[src/design/wrc_pkg.sv]
package wrc_pkg;

	// record limits
	localparam int MAX_POINTS = 4096;
	localparam int CNT_W      = 13;

	// configuration register indexes
	localparam int CFG_IDX_W = 3;
	localparam logic [CFG_IDX_W-1:0] CFG_USE_REG   = 3'd0;
	localparam logic [CFG_IDX_W-1:0] CFG_WIN_START = 3'd1;
	localparam logic [CFG_IDX_W-1:0] CFG_WIN_END   = 3'd2;
	localparam logic [CFG_IDX_W-1:0] CFG_POWER     = 3'd3;
	localparam logic [CFG_IDX_W-1:0] CFG_CAL       = 3'd4;

	// result status codes
	localparam logic [2:0] ST_OK       = 3'd0;
	localparam logic [2:0] ST_FEW      = 3'd1;
	localparam logic [2:0] ST_ZERO_DEN = 3'd2;
	localparam logic [2:0] ST_NO_POINT = 3'd3;
	localparam logic [2:0] ST_OVERFLOW = 3'd4;

	// 0.6*pi in Q2.30 (4 * pi * 0.15)
	localparam logic [63:0] PI_SCALE = 64'd2023955656;

	// dividend width: 56-bit numerator magnitude shifted by the slope fraction
	localparam int SLOPE_SH = 19;
	localparam int K_SH     = 42;
	localparam int DVD_W    = 75;

	// serial step counts (last step index)
	localparam logic [6:0] MUL_LAST = 7'd31;
	localparam logic [6:0] DIV_LAST = 7'd74;

	typedef struct packed {
		logic signed [15:0] log_time;
		logic signed [15:0] temp_rise;
		logic               last;
	} sample_t;

	typedef struct packed {
		logic signed [31:0] slope;
		logic signed [31:0] conductivity;
		logic [2:0]         status;
		logic [12:0]        points_used;
	} result_t;

	typedef enum logic [1:0] {
		PH_START,
		PH_END,
		PH_DONE
	} phase_t;

	typedef enum logic [4:0] {
		S_IDLE,
		S_EVAL,
		S_MXY,
		S_MXX,
		S_AXX,
		S_FIN,
		S_N1,
		S_N2,
		S_D1,
		S_D2,
		S_DIVS,
		S_SLP,
		S_PC,
		S_KD,
		S_DIVK,
		S_KOUT,
		S_OUT
	} state_t;

	// request to the shared adder
	typedef struct packed {
		logic [63:0] a;
		logic [63:0] b;
		logic        sub;
	} alu_req_t;

endpackage

[src/design/windowed_regression_conductivity_core.sv]
// Channel  | Signals                              | Direction
// sample   | sample_valid, sample_ready, sample   | in  (log_time, temp_rise, last)
// result   | result_valid, result_ready, result   | out (slope, conductivity, status, points)
// cfg      | cfg_valid, cfg_ready, cfg_index/data | in  (register writes, always ready)
//
// A sample that is accumulated passes the multiply and sum states (16x16 multiplier
// used twice, 44-bit sums through the shared 64-bit adder); other samples skip them.
// A last sample adds the result math on the same adder (up to six 32-step shift-add
// products, two 75-step restoring divides).
// sample_ready is low while an item is in work; a finished result waits in the
// output register and stalls the block only if a second result is ready first.
// Reset restores the register defaults and clears all record sums.
module windowed_regression_conductivity_core (
	input  logic                            clk,
	input  logic                            arst_n,
	input  logic                            sample_valid,
	output logic                            sample_ready,
	input  wrc_pkg::sample_t                sample,
	output logic                            result_valid,
	input  logic                            result_ready,
	output wrc_pkg::result_t                result,
	input  logic                            cfg_valid,
	output logic                            cfg_ready,
	input  logic [wrc_pkg::CFG_IDX_W-1:0]   cfg_index,
	input  logic [15:0]                     cfg_data
);

	wrc_pkg::state_t state_q, state_d;

	// configuration
	logic               use_reg_q;
	logic signed [15:0] win_start_q, win_end_q;
	logic [15:0]        power_q, cal_q;

	// record state
	logic signed [28:0] sx_q, sy_q;
	logic signed [43:0] sxy_q, sxx_q;
	logic [wrc_pkg::CNT_W-1:0] cnt_q;
	wrc_pkg::phase_t    phase_q;
	logic [31:0]        first_q, second_q;
	logic               ovf_q;

	// sample holding
	logic signed [15:0] x_q, y_q;
	logic               last_q;

	// shared serial datapath
	logic [63:0]               acc_q, mul_a_q;
	logic [31:0]               mul_b_q;
	logic                      mul_sub_q;
	logic [6:0]                step_q;
	logic [wrc_pkg::DVD_W-1:0] dvd_q;
	logic [62:0]               dvs_q;
	logic [62:0]               rem_q;
	logic [32:0]               quo_q;
	logic                      qovf_q;
	logic                      neg_q;

	// result staging
	logic signed [31:0] slope_q, k_q;
	logic [2:0]         status_q;
	logic [12:0]        used_q;
	wrc_pkg::result_t   result_q;
	logic               result_valid_q;

	// window and per-sample decisions
	logic signed [15:0] lo, hi;
	logic               in_win, full, acc_go;

	assign lo     = (win_end_q < win_start_q) ? win_end_q : win_start_q;
	assign hi     = (win_end_q < win_start_q) ? win_start_q : win_end_q;
	assign in_win = (x_q >= lo) && (x_q <= hi);
	assign full   = cnt_q >= wrc_pkg::CNT_W'(wrc_pkg::MAX_POINTS);
	assign acc_go = use_reg_q && (phase_q != wrc_pkg::PH_DONE) && in_win && !full;

	// product unit
	logic signed [15:0] mul_x, mul_y;
	logic signed [31:0] prod_s1;

	assign mul_x = x_q;
	assign mul_y = (state_q == wrc_pkg::S_MXY) ? y_q : x_q;

	wrc_mul u_mul (
		.clk     (clk),
		.a       (mul_x),
		.b       (mul_y),
		.prod_s1 (prod_s1)
	);

	// shared adder input select
	wrc_pkg::alu_req_t alu_req;
	logic [63:0]       alu_sum;
	logic              alu_cout;
	logic [63:0]       rem_sh;

	assign rem_sh = {rem_q, dvd_q[wrc_pkg::DVD_W-1]};

	always_comb begin
		alu_req = '0;
		case (state_q)
			wrc_pkg::S_MXX: begin
				alu_req.a = {{20{sxy_q[43]}}, sxy_q};
				alu_req.b = {{32{prod_s1[31]}}, prod_s1};
			end
			wrc_pkg::S_AXX: begin
				alu_req.a = {{20{sxx_q[43]}}, sxx_q};
				alu_req.b = {{32{prod_s1[31]}}, prod_s1};
			end
			wrc_pkg::S_N1, wrc_pkg::S_N2, wrc_pkg::S_D1, wrc_pkg::S_D2,
			wrc_pkg::S_PC, wrc_pkg::S_KD: begin
				alu_req.a   = acc_q;
				alu_req.b   = mul_a_q;
				alu_req.sub = mul_sub_q;
			end
			wrc_pkg::S_DIVS, wrc_pkg::S_DIVK: begin
				alu_req.a   = rem_sh;
				alu_req.b   = {1'b0, dvs_q};
				alu_req.sub = 1'b1;
			end
			default: begin
				alu_req = '0;
			end
		endcase
	end

	wrc_alu u_alu (
		.req  (alu_req),
		.sum  (alu_sum),
		.cout (alu_cout)
	);

	// helper values
	logic [63:0]        mul_next, num_mag;
	logic               mul_end, div_end;
	logic [28:0]        sx_mag;
	logic signed [16:0] dx, dy;
	logic [16:0]        dx_mag, dy_mag;
	logic               q_sat;
	logic signed [31:0] q_val;
	logic               den_bad;
	logic               out_load;

	assign mul_next = mul_b_q[0] ? alu_sum : acc_q;
	assign num_mag  = mul_next[63] ? (64'd0 - mul_next) : mul_next;
	assign mul_end  = step_q == wrc_pkg::MUL_LAST;
	assign div_end  = step_q == wrc_pkg::DIV_LAST;
	assign sx_mag   = sx_q[28] ? (29'd0 - sx_q) : sx_q;
	assign dx       = {second_q[31], second_q[31:16]} - {first_q[31], first_q[31:16]};
	assign dy       = {second_q[15], second_q[15:0]} - {first_q[15], first_q[15:0]};
	assign dx_mag   = dx[16] ? (17'd0 - dx) : dx;
	assign dy_mag   = dy[16] ? (17'd0 - dy) : dy;
	assign den_bad  = mul_next[63] || (mul_next == 64'd0);
	assign out_load = (state_q == wrc_pkg::S_OUT) && (!result_valid_q || result_ready);

	// saturated signed quotient
	assign q_sat = qovf_q | quo_q[32] | quo_q[31];
	always_comb begin
		if (q_sat) begin
			q_val = neg_q ? 32'sh8000_0000 : 32'sh7FFF_FFFF;
		end else if (neg_q) begin
			q_val = 32'sd0 - $signed({1'b0, quo_q[30:0]});
		end else begin
			q_val = $signed({1'b0, quo_q[30:0]});
		end
	end

	// state register
	always_ff @(posedge clk or negedge arst_n) begin
		if (!arst_n) begin
			state_q <= wrc_pkg::S_IDLE;
		end else begin
			state_q <= state_d;
		end
	end

	// next state
	always_comb begin
		state_d = state_q;
		case (state_q)
			wrc_pkg::S_IDLE: begin
				if (sample_valid) state_d = wrc_pkg::S_EVAL;
			end
			wrc_pkg::S_EVAL: begin
				if (acc_go) state_d = wrc_pkg::S_MXY;
				else if (last_q) state_d = wrc_pkg::S_FIN;
				else state_d = wrc_pkg::S_IDLE;
			end
			wrc_pkg::S_MXY: state_d = wrc_pkg::S_MXX;
			wrc_pkg::S_MXX: state_d = wrc_pkg::S_AXX;
			wrc_pkg::S_AXX: state_d = last_q ? wrc_pkg::S_FIN : wrc_pkg::S_IDLE;
			wrc_pkg::S_FIN: begin
				if (use_reg_q) begin
					if (ovf_q || cnt_q < wrc_pkg::CNT_W'(2)) state_d = wrc_pkg::S_OUT;
					else state_d = wrc_pkg::S_N1;
				end else begin
					if (phase_q != wrc_pkg::PH_DONE || dx == 17'sd0) state_d = wrc_pkg::S_OUT;
					else state_d = wrc_pkg::S_DIVS;
				end
			end
			wrc_pkg::S_N1: if (mul_end) state_d = wrc_pkg::S_N2;
			wrc_pkg::S_N2: if (mul_end) state_d = wrc_pkg::S_D1;
			wrc_pkg::S_D1: if (mul_end) state_d = wrc_pkg::S_D2;
			wrc_pkg::S_D2: begin
				if (mul_end) state_d = den_bad ? wrc_pkg::S_OUT : wrc_pkg::S_DIVS;
			end
			wrc_pkg::S_DIVS: if (div_end) state_d = wrc_pkg::S_SLP;
			wrc_pkg::S_SLP: state_d = (q_val == 32'sd0) ? wrc_pkg::S_OUT : wrc_pkg::S_PC;
			wrc_pkg::S_PC: if (mul_end) state_d = wrc_pkg::S_KD;
			wrc_pkg::S_KD: if (mul_end) state_d = wrc_pkg::S_DIVK;
			wrc_pkg::S_DIVK: if (div_end) state_d = wrc_pkg::S_KOUT;
			wrc_pkg::S_KOUT: state_d = wrc_pkg::S_OUT;
			wrc_pkg::S_OUT: if (out_load) state_d = wrc_pkg::S_IDLE;
			default: state_d = wrc_pkg::S_IDLE;
		endcase
	end

	assign sample_ready = state_q == wrc_pkg::S_IDLE;
	assign cfg_ready    = 1'b1;

	// configuration writes
	always_ff @(posedge clk or negedge arst_n) begin
		if (!arst_n) begin
			use_reg_q   <= 1'b1;
			win_start_q <= 16'sd0;
			win_end_q   <= 16'sd32767;
			power_q     <= 16'd0;
			cal_q       <= 16'd4096;
		end else if (cfg_valid) begin
			case (cfg_index)
				wrc_pkg::CFG_USE_REG:   use_reg_q   <= cfg_data[0];
				wrc_pkg::CFG_WIN_START: win_start_q <= cfg_data;
				wrc_pkg::CFG_WIN_END:   win_end_q   <= cfg_data;
				wrc_pkg::CFG_POWER:     power_q     <= cfg_data;
				wrc_pkg::CFG_CAL:       cal_q       <= cfg_data;
				default: ;
			endcase
		end
	end

	// record state: window search, sums, count
	always_ff @(posedge clk or negedge arst_n) begin
		if (!arst_n) begin
			sx_q     <= '0;
			sy_q     <= '0;
			sxy_q    <= '0;
			sxx_q    <= '0;
			cnt_q    <= '0;
			phase_q  <= wrc_pkg::PH_START;
			first_q  <= '0;
			second_q <= '0;
			ovf_q    <= 1'b0;
		end else if (out_load) begin
			sx_q     <= '0;
			sy_q     <= '0;
			sxy_q    <= '0;
			sxx_q    <= '0;
			cnt_q    <= '0;
			phase_q  <= wrc_pkg::PH_START;
			first_q  <= '0;
			second_q <= '0;
			ovf_q    <= 1'b0;
		end else begin
			case (state_q)
				wrc_pkg::S_EVAL: begin
					if (use_reg_q) begin
						if (phase_q != wrc_pkg::PH_DONE) begin
							if (in_win && full) ovf_q <= 1'b1;
							else if (in_win) cnt_q <= cnt_q + 1'b1;
							if (x_q >= hi) phase_q <= wrc_pkg::PH_DONE;
						end
					end else begin
						case (phase_q)
							wrc_pkg::PH_START: begin
								if (x_q >= lo) begin
									first_q <= {x_q, y_q};
									phase_q <= wrc_pkg::PH_END;
								end
							end
							wrc_pkg::PH_END: begin
								if (x_q >= hi) begin
									second_q <= {x_q, y_q};
									phase_q  <= wrc_pkg::PH_DONE;
								end
							end
							default: ;
						endcase
					end
				end
				wrc_pkg::S_MXY: begin
					sx_q <= sx_q + {{13{x_q[15]}}, x_q};
					sy_q <= sy_q + {{13{y_q[15]}}, y_q};
				end
				wrc_pkg::S_MXX: sxy_q <= alu_sum[43:0];
				wrc_pkg::S_AXX: sxx_q <= alu_sum[43:0];
				default: ;
			endcase
		end
	end

	// serial multiply / divide sequencing
	always_ff @(posedge clk) begin
		case (state_q)
			wrc_pkg::S_IDLE: begin
				if (sample_valid) begin
					x_q    <= sample.log_time;
					y_q    <= sample.temp_rise;
					last_q <= sample.last;
				end
			end
			wrc_pkg::S_FIN: begin
				slope_q   <= '0;
				k_q       <= '0;
				acc_q     <= '0;
				step_q    <= '0;
				mul_a_q   <= {{20{sxy_q[43]}}, sxy_q};
				mul_b_q   <= {19'd0, cnt_q};
				mul_sub_q <= 1'b0;
				rem_q     <= '0;
				quo_q     <= '0;
				qovf_q    <= 1'b0;
				dvd_q     <= {39'd0, dy_mag, 19'd0};
				dvs_q     <= {46'd0, dx_mag};
				neg_q     <= dx[16] ^ dy[16];
				if (use_reg_q) begin
					used_q <= cnt_q;
					if (ovf_q) status_q <= wrc_pkg::ST_OVERFLOW;
					else if (cnt_q < wrc_pkg::CNT_W'(2)) status_q <= wrc_pkg::ST_FEW;
					else status_q <= wrc_pkg::ST_OK;
				end else begin
					case (phase_q)
						wrc_pkg::PH_DONE: used_q <= 13'd2;
						wrc_pkg::PH_END:  used_q <= 13'd1;
						default:          used_q <= 13'd0;
					endcase
					if (phase_q != wrc_pkg::PH_DONE) status_q <= wrc_pkg::ST_NO_POINT;
					else if (dx == 17'sd0) status_q <= wrc_pkg::ST_ZERO_DEN;
					else status_q <= wrc_pkg::ST_OK;
				end
			end
			wrc_pkg::S_N1, wrc_pkg::S_N2, wrc_pkg::S_D1, wrc_pkg::S_D2,
			wrc_pkg::S_PC, wrc_pkg::S_KD: begin
				// one shift-add step
				acc_q   <= mul_next;
				mul_a_q <= {mul_a_q[62:0], 1'b0};
				mul_b_q <= {1'b0, mul_b_q[31:1]};
				step_q  <= step_q + 1'b1;
				if (mul_end) begin
					step_q <= '0;
					case (state_q)
						wrc_pkg::S_N1: begin
							// subtract Sx*Sy as |Sx| times signed Sy
							mul_a_q   <= {{35{sy_q[28]}}, sy_q};
							mul_b_q   <= {3'd0, sx_mag};
							mul_sub_q <= !sx_q[28];
						end
						wrc_pkg::S_N2: begin
							neg_q     <= mul_next[63];
							dvd_q     <= {num_mag[55:0], 19'd0};
							acc_q     <= '0;
							mul_a_q   <= {{20{sxx_q[43]}}, sxx_q};
							mul_b_q   <= {19'd0, cnt_q};
							mul_sub_q <= 1'b0;
						end
						wrc_pkg::S_D1: begin
							mul_a_q   <= {35'd0, sx_mag};
							mul_b_q   <= {3'd0, sx_mag};
							mul_sub_q <= 1'b1;
						end
						wrc_pkg::S_D2: begin
							dvs_q  <= mul_next[62:0];
							rem_q  <= '0;
							quo_q  <= '0;
							qovf_q <= 1'b0;
							if (den_bad) status_q <= wrc_pkg::ST_ZERO_DEN;
						end
						wrc_pkg::S_PC: begin
							dvd_q     <= {1'b0, mul_next[31:0], 42'd0};
							acc_q     <= '0;
							mul_a_q   <= wrc_pkg::PI_SCALE;
							mul_b_q   <= slope_q[31] ? (32'd0 - slope_q) : slope_q;
							mul_sub_q <= 1'b0;
						end
						default: begin
							// S_KD: divisor is |slope| * 0.6pi
							dvs_q  <= mul_next[62:0];
							rem_q  <= '0;
							quo_q  <= '0;
							qovf_q <= 1'b0;
						end
					endcase
				end
			end
			wrc_pkg::S_DIVS, wrc_pkg::S_DIVK: begin
				// one restoring divide step, quotient saturates
				rem_q  <= alu_cout ? alu_sum[62:0] : rem_sh[62:0];
				quo_q  <= {quo_q[31:0], alu_cout};
				qovf_q <= qovf_q | quo_q[32];
				dvd_q  <= {dvd_q[wrc_pkg::DVD_W-2:0], 1'b0};
				step_q <= div_end ? 7'd0 : step_q + 1'b1;
			end
			wrc_pkg::S_SLP: begin
				slope_q   <= q_val;
				neg_q     <= q_val[31];
				acc_q     <= '0;
				step_q    <= '0;
				mul_a_q   <= {48'd0, power_q};
				mul_b_q   <= {16'd0, cal_q};
				mul_sub_q <= 1'b0;
				if (q_val == 32'sd0) status_q <= wrc_pkg::ST_ZERO_DEN;
			end
			wrc_pkg::S_KOUT: k_q <= q_val;
			default: ;
		endcase
	end

	// output register
	always_ff @(posedge clk or negedge arst_n) begin
		if (!arst_n) begin
			result_valid_q <= 1'b0;
		end else if (out_load) begin
			result_valid_q <= 1'b1;
		end else if (result_ready) begin
			result_valid_q <= 1'b0;
		end
	end

	always_ff @(posedge clk) begin
		if (out_load) begin
			result_q.slope        <= slope_q;
			result_q.conductivity <= k_q;
			result_q.status       <= status_q;
			result_q.points_used  <= used_q;
		end
	end

	assign result_valid = result_valid_q;
	assign result       = result_q;

`ifndef NO_ASSERTIONS
	a_err_zero: assert property (@(posedge clk) disable iff (!arst_n)
		result_valid && result.status != wrc_pkg::ST_OK |->
		result.slope == 32'sd0 && result.conductivity == 32'sd0)
		else $error("error result carries nonzero values");

	a_ok_slope: assert property (@(posedge clk) disable iff (!arst_n)
		result_valid && result.status == wrc_pkg::ST_OK |-> result.slope != 32'sd0)
		else $error("ok result with zero slope");

	a_cnt_max: assert property (@(posedge clk) disable iff (!arst_n)
		cnt_q <= wrc_pkg::CNT_W'(wrc_pkg::MAX_POINTS))
		else $error("point count beyond limit");

	a_busy: assert property (@(posedge clk) disable iff (!arst_n)
		sample_valid && sample_ready |=> !sample_ready)
		else $error("sample taken while previous in work");
`endif

endmodule

[src/design/wrc_alu.sv]
module wrc_alu (
	input  wrc_pkg::alu_req_t req,
	output logic [63:0]       sum,
	output logic              cout
);

	// a + b or a - b; carry out high means a >= b on subtract
	logic [63:0] b_op;

	assign b_op = req.sub ? ~req.b : req.b;
	assign {cout, sum} = {1'b0, req.a} + {1'b0, b_op} + {64'd0, req.sub};

endmodule

[src/design/wrc_mul.sv]
module wrc_mul (
	input  logic               clk,
	input  logic signed [15:0] a,
	input  logic signed [15:0] b,
	output logic signed [31:0] prod_s1
);

	// registered 16x16 signed product
	always_ff @(posedge clk) begin
		prod_s1 <= a * b;
	end

endmodule
[config.mk]
export PLATFORM = sky130hd
export DESIGN_NAME = windowed_regression_conductivity_core
export DESIGN_NICKNAME = d
export VERILOG_FILES = /design/src/design/wrc_pkg.sv /design/src/design/windowed_regression_conductivity_core.sv /design/src/design/wrc_alu.sv /design/src/design/wrc_mul.sv
export SDC_FILE = /design/constraint.sdc
export NUM_CORES = 2
export LEC_CHECK = 0
export BUFFER_PORTS_ARGS = -buffer_cell sky130_fd_sc_hd__buf_2
export CAP_MARGIN = 0
export CORE_MARGIN = 2
export CORE_UTILIZATION = 52
export CTS_CLUSTER_SIZE = 12
export DETAILED_ROUTE_END_ITERATION = 10
export PLACE_DENSITY = 0.71
export SETUP_SLACK_MARGIN = 0.3
export SYNTH_ARGS = -nofsm -noshare
export SYNTH_HDL_FRONTEND = slang
export SYNTH_SLANG_ARGS = --single-unit
[constraint.sdc]
create_clock -name clk -period 8.45 [get_ports clk]
set_input_delay 1.69 -clock clk [delete_from_list [all_inputs] [get_ports clk]]
set_output_delay 1.69 -clock clk [all_outputs]
set_load 0.005 [all_outputs]
==> summary.md <==
| Metric | Value |
|---|---|
| Status | finished, final reports clean |
| Post-placement cell area | 66400 µm² |
| Routed length per instance | 24.3 µm |
| Htree depth | 3 |
| Top Ports | 140 |
| Data required time of the critical path | 8.91 ns |
| Reg clk slew, reported paths | 0.06 ns |
| Number of nets with antenna violations after routing | 0 |
| Max-Cap Viols | 0 |
| Setup Skew | 0.0541 ns |
| # rows | 128 |
| Die Wd | 353 µm |
| Final Instance Area | 70000 µm² |
| Share of layout cells above drive strength 1 | 9.85% |
| Final hold violations | 0 |
| Top_reg_cell synth | edfxtp_1 |
| Tcrit/Tclk final | 92.0% |
| Clock latency at the later pin of the worst-skew pair | 0.75 ns |
| Syn Nets | 7279 |
| Synthesized cell area | 63500 µm² |
| Final wirelength | 204000 µm |
| Final net count | 7307 |
| Tot GR Track Use | 32.1% |
| Core Area | 121000 µm² |
| Number of distinct library cells after synthesis | 94 |
| Clock buffer depth | 3 |
| Critical Path Max Stage Delay | 0.74 ns |
| # setup viols final | 0 |
| Crit-path cells | buf_4 > nand2b_1 > nand2_1 > nand2_1 > a21oi_4 > buf_4 > buf_12 > xnor2_1 > ha_1 > a21oi_1 > o21bai_1 > a21oi_1 > o21ai_0 > a221oi_1 > o21a_1 > mux2i_1 > nor2_1 > o41ai_1 > nand4_1 > nor3_1 > a41oi_1 > buf_4 > a221oi_1 > buf_4 |
| Syn. warnings | 0 |
| Initial antenna violation count | 4 |
| Root Buffer | clkbuf_16 |
| Hold WS | 0.412 ns |
| Crit-path most repeated cell | buf_4 |
| 1st-iter DRT viols | 6735 |
| Largest net degree at the start of global routing | 182 |
| Crit path DAT | 8.23 ns |
| Num CTS Buffers | 102 |
| Vias/cell | 6.28 |
| Worst path slowest cell | o41ai_1 |
| Setup TNS | 0 ns |
| CP Capture Type | flop |
| Starting Density | 52.3% |
| Max-slew headroom | 16.0% |
| Startpoint class of the critical path | flop |
| Critical path type | flop to flop |
| Synth Instances | 6665 |
| Tmin final | 7.77 ns |
| Avg Cell Area, Syn | 9.53 µm² |
| Finished Layout Cells | 8400 |
| Detailed Place HPWL | 147000 µm |
| Worst path bufs/invs | 5 |
| RSZ-0062 raised after global routing | no |
| First-pass GRT wire length | 311000 µm |
| Die H | 353 µm |
| Number of synthesized flops with an enable pin | 578 |
| CTS sink cnt | 907 |
| DR pass1 iterations | 11 |
| Delay-heaviest family, CP | compound AO/OA/AOI/OAI gates |
| Routability cong. | 0.986 |
| Die Area | 125000 µm² |
| Routed vias | 52735 |
| Critical path peak fanout | 39 |
| Port bufs | 138 |
| DR DRC count | 0 |
| Synth async-reset ratio | 32.7% |
| Worst slew pin tran | 1.24 ns |
| Number of global-route vias before repair | 50858 |
| Gr ovfl total | 0 |
| CTS tree | done |
| Layout area overhead | 10.3% |
| Register area share after synthesis | 40.1% |
| Max Clk Rate | 129 MHz |
| Hold crit path type | flop to flop |
| Max Slew Vio Count | 0 |
| Flops & latches, synth | 907 |
| Placed cell count | 8201 |
==> layout by cell type (no fill, tap or decap), drive strengths merged, types with 35 or more instances in the layout <==
cell    netlist  routed
and2        116     116
buf          43     329
nand2       864     864
xor2        106     106
edfxtp      578     578
a221oi       57      57
and3         36      36
or3          44      45
inv         437     443
o22ai        51      51
nor3         96      96
nand3       100     100
clkbuf      364     135
dfrtp       280     280
fa          268     268
o21ai       331     331
o21a         54      54
nor2b       105     105
a221o        49      49
mux2i       140     140
a31oi        50      50
a21oi       506     506
ha          289     289
a21o         83      83
mux2         56      56
nand4        53      53
a211oi       35      35
clkinv        1      36
nor2        572     572
a222oi       79      79
xnor2       267     267
nand2b       69      69
==> cells in the mapped netlist (36+ instances only) <==
cell type  number  area (µm²)
a21o_1         83         623
a21oi_1       506        2530
a221o_1        49         490
a221oi_1       56         490
a222oi_1       79         791
a31oi_1        47         294
and2_1        115         719
and3_1         36         225
clkbuf_1      364        1370
dfrtp_1       280        7010
edfxtp_1      578       17400
fa_1          268        5370
ha_1          289        3620
inv_1         437        1640
mux2_2         56         631
mux2i_1       140        1400
nand2_1       864        3240
nand2b_1       69         432
nand3_1       100         500
nand4_1        53         332
nor2_1        572        2150
nor2b_1       105         657
nor3_1         94         470
o21a_1         54         405
o21ai_0       315        1580
o22ai_1        51         319
or3_1          44         275
xnor2_1       267        2340
xor2_1        106         928
==> per-layer routing <==
layer / global-route usage (%) / up-vias / wire, µm
met5: 0 / - / 21
met4: 14.0 / 4 / 10200
met3: 5.44 / 423 / 19000
met2: 50.0 / 2682 / 91300
met1: 44.4 / 25937 / 83500
li1: - / 23689 / -
==> final timing paths <==
kind | to | cells after the start | slack, ns | startpoint
worst min-delay path | result[25]$_DFFE_PP_ | 0 | 0.41 | k_q[9]$_SDFFCE_PN0P_
min in group asynchronous | win_start_q[5]$_DFFE_PN0P_ | 1 | 1.03 | arst_n
max in group asynchronous | first_q[11]$_DFFE_PN0P_ | 2 | 5.69 | arst_n
worst max-delay path | status_q[2]$_SDFFCE_PP0P_ | 24 | 0.68 | state_q[1]$_DFFE_PN0P_
worst max register to register | status_q[2]$_SDFFCE_PP0P_ | 24 | 0.68 | state_q[1]$_DFFE_PN0P_
worst min register to register | result[25]$_DFFE_PP_ | 0 | 0.41 | k_q[9]$_SDFFCE_PN0P_
==> state kept, by name (all words and copies together), names as in the netlist, 29 cells and up <==
name / cells
u_mul.prod_s1: 32
result: 80
slope_q: 32
dvs_q: 63
dvd_q: 56
first_q: 32
sx_q: 29
second_q: 32
mul_b_q: 32
rem_q: 63
sxy_q: 44
mul_a_q: 64
sxx_q: 44
k_q: 32
acc_q: 64
sy_q: 29
quo_q: 33
==> kinds of logic after synthesis <==
family	count (synthesis)	synth area share [%]
AOI/OAI and AO/OA	1591	16.5
xor gates and xnor gates	373	5.15
adders and majority gates	557	14.1
buffers and inverters	845	5.05
DFF	907	40.1
muxes	196	3.20
other	1	0.00591
and+or+nand+nor	2195	15.9
==> final cells by class <==
| type | instances | area (µm²) |
|---|---|---|
| well taps | 1625 | 2030 |
| clock inverters | 51 | 606 |
| multi-input cells | 4914 | 35200 |
| fillers | 10618 | 51400 |
| clock buffers | 134 | 2830 |
| repair buffers | 330 | 2290 |
| diodes | 1 | 2.50 |
| flip-flops and latches | 907 | 25500 |
| inverters | 438 | 1640 |
==> what timing repair did <==
item / CTS / global route
setup buffers: 0 / 11
pin swaps: 0 / 3
resized for setup: 1 / 16
hold buffers: 0 / 0
setup endpoints to repair: 1 / 8
cloned: 0 / 1
==> worst reg2reg max path, cell delays in order, from the launching register on <==
cell,delay (ns)
dfrtp_1,0.39
buf_4,0.21
nand2b_1,0.39
nand2_1,0.24
nand2_1,0.13
a21oi_4,0.56
buf_4,0.35
buf_12,0.28
xnor2_1,0.16
ha_1,0.43
a21oi_1,0.30
o21bai_1,0.10
a21oi_1,0.24
o21ai_0,0.23
a221oi_1,0.48
o21a_1,0.34
mux2i_1,0.41
nor2_1,0.12
o41ai_1,0.74
nand4_1,0.16
nor3_1,0.33
a41oi_1,0.21
buf_4,0.24
a221oi_1,0.30
buf_4,0.19
==> metrics by stage <==
stage	util (%)	setup WS, ns
6_report	57.7	0.675
2_1_floorplan	-	0.403
3_5_place_dp	54.7	0.321
4_1_cts	57.6	0.426
5_1_grt	57.7	0.346
3_3_place_gp	54.7	0.413
Power is left out: the tool's default activity adds up to more than one toggle a clock period on the data nets, which glitch-free logic cannot reach.
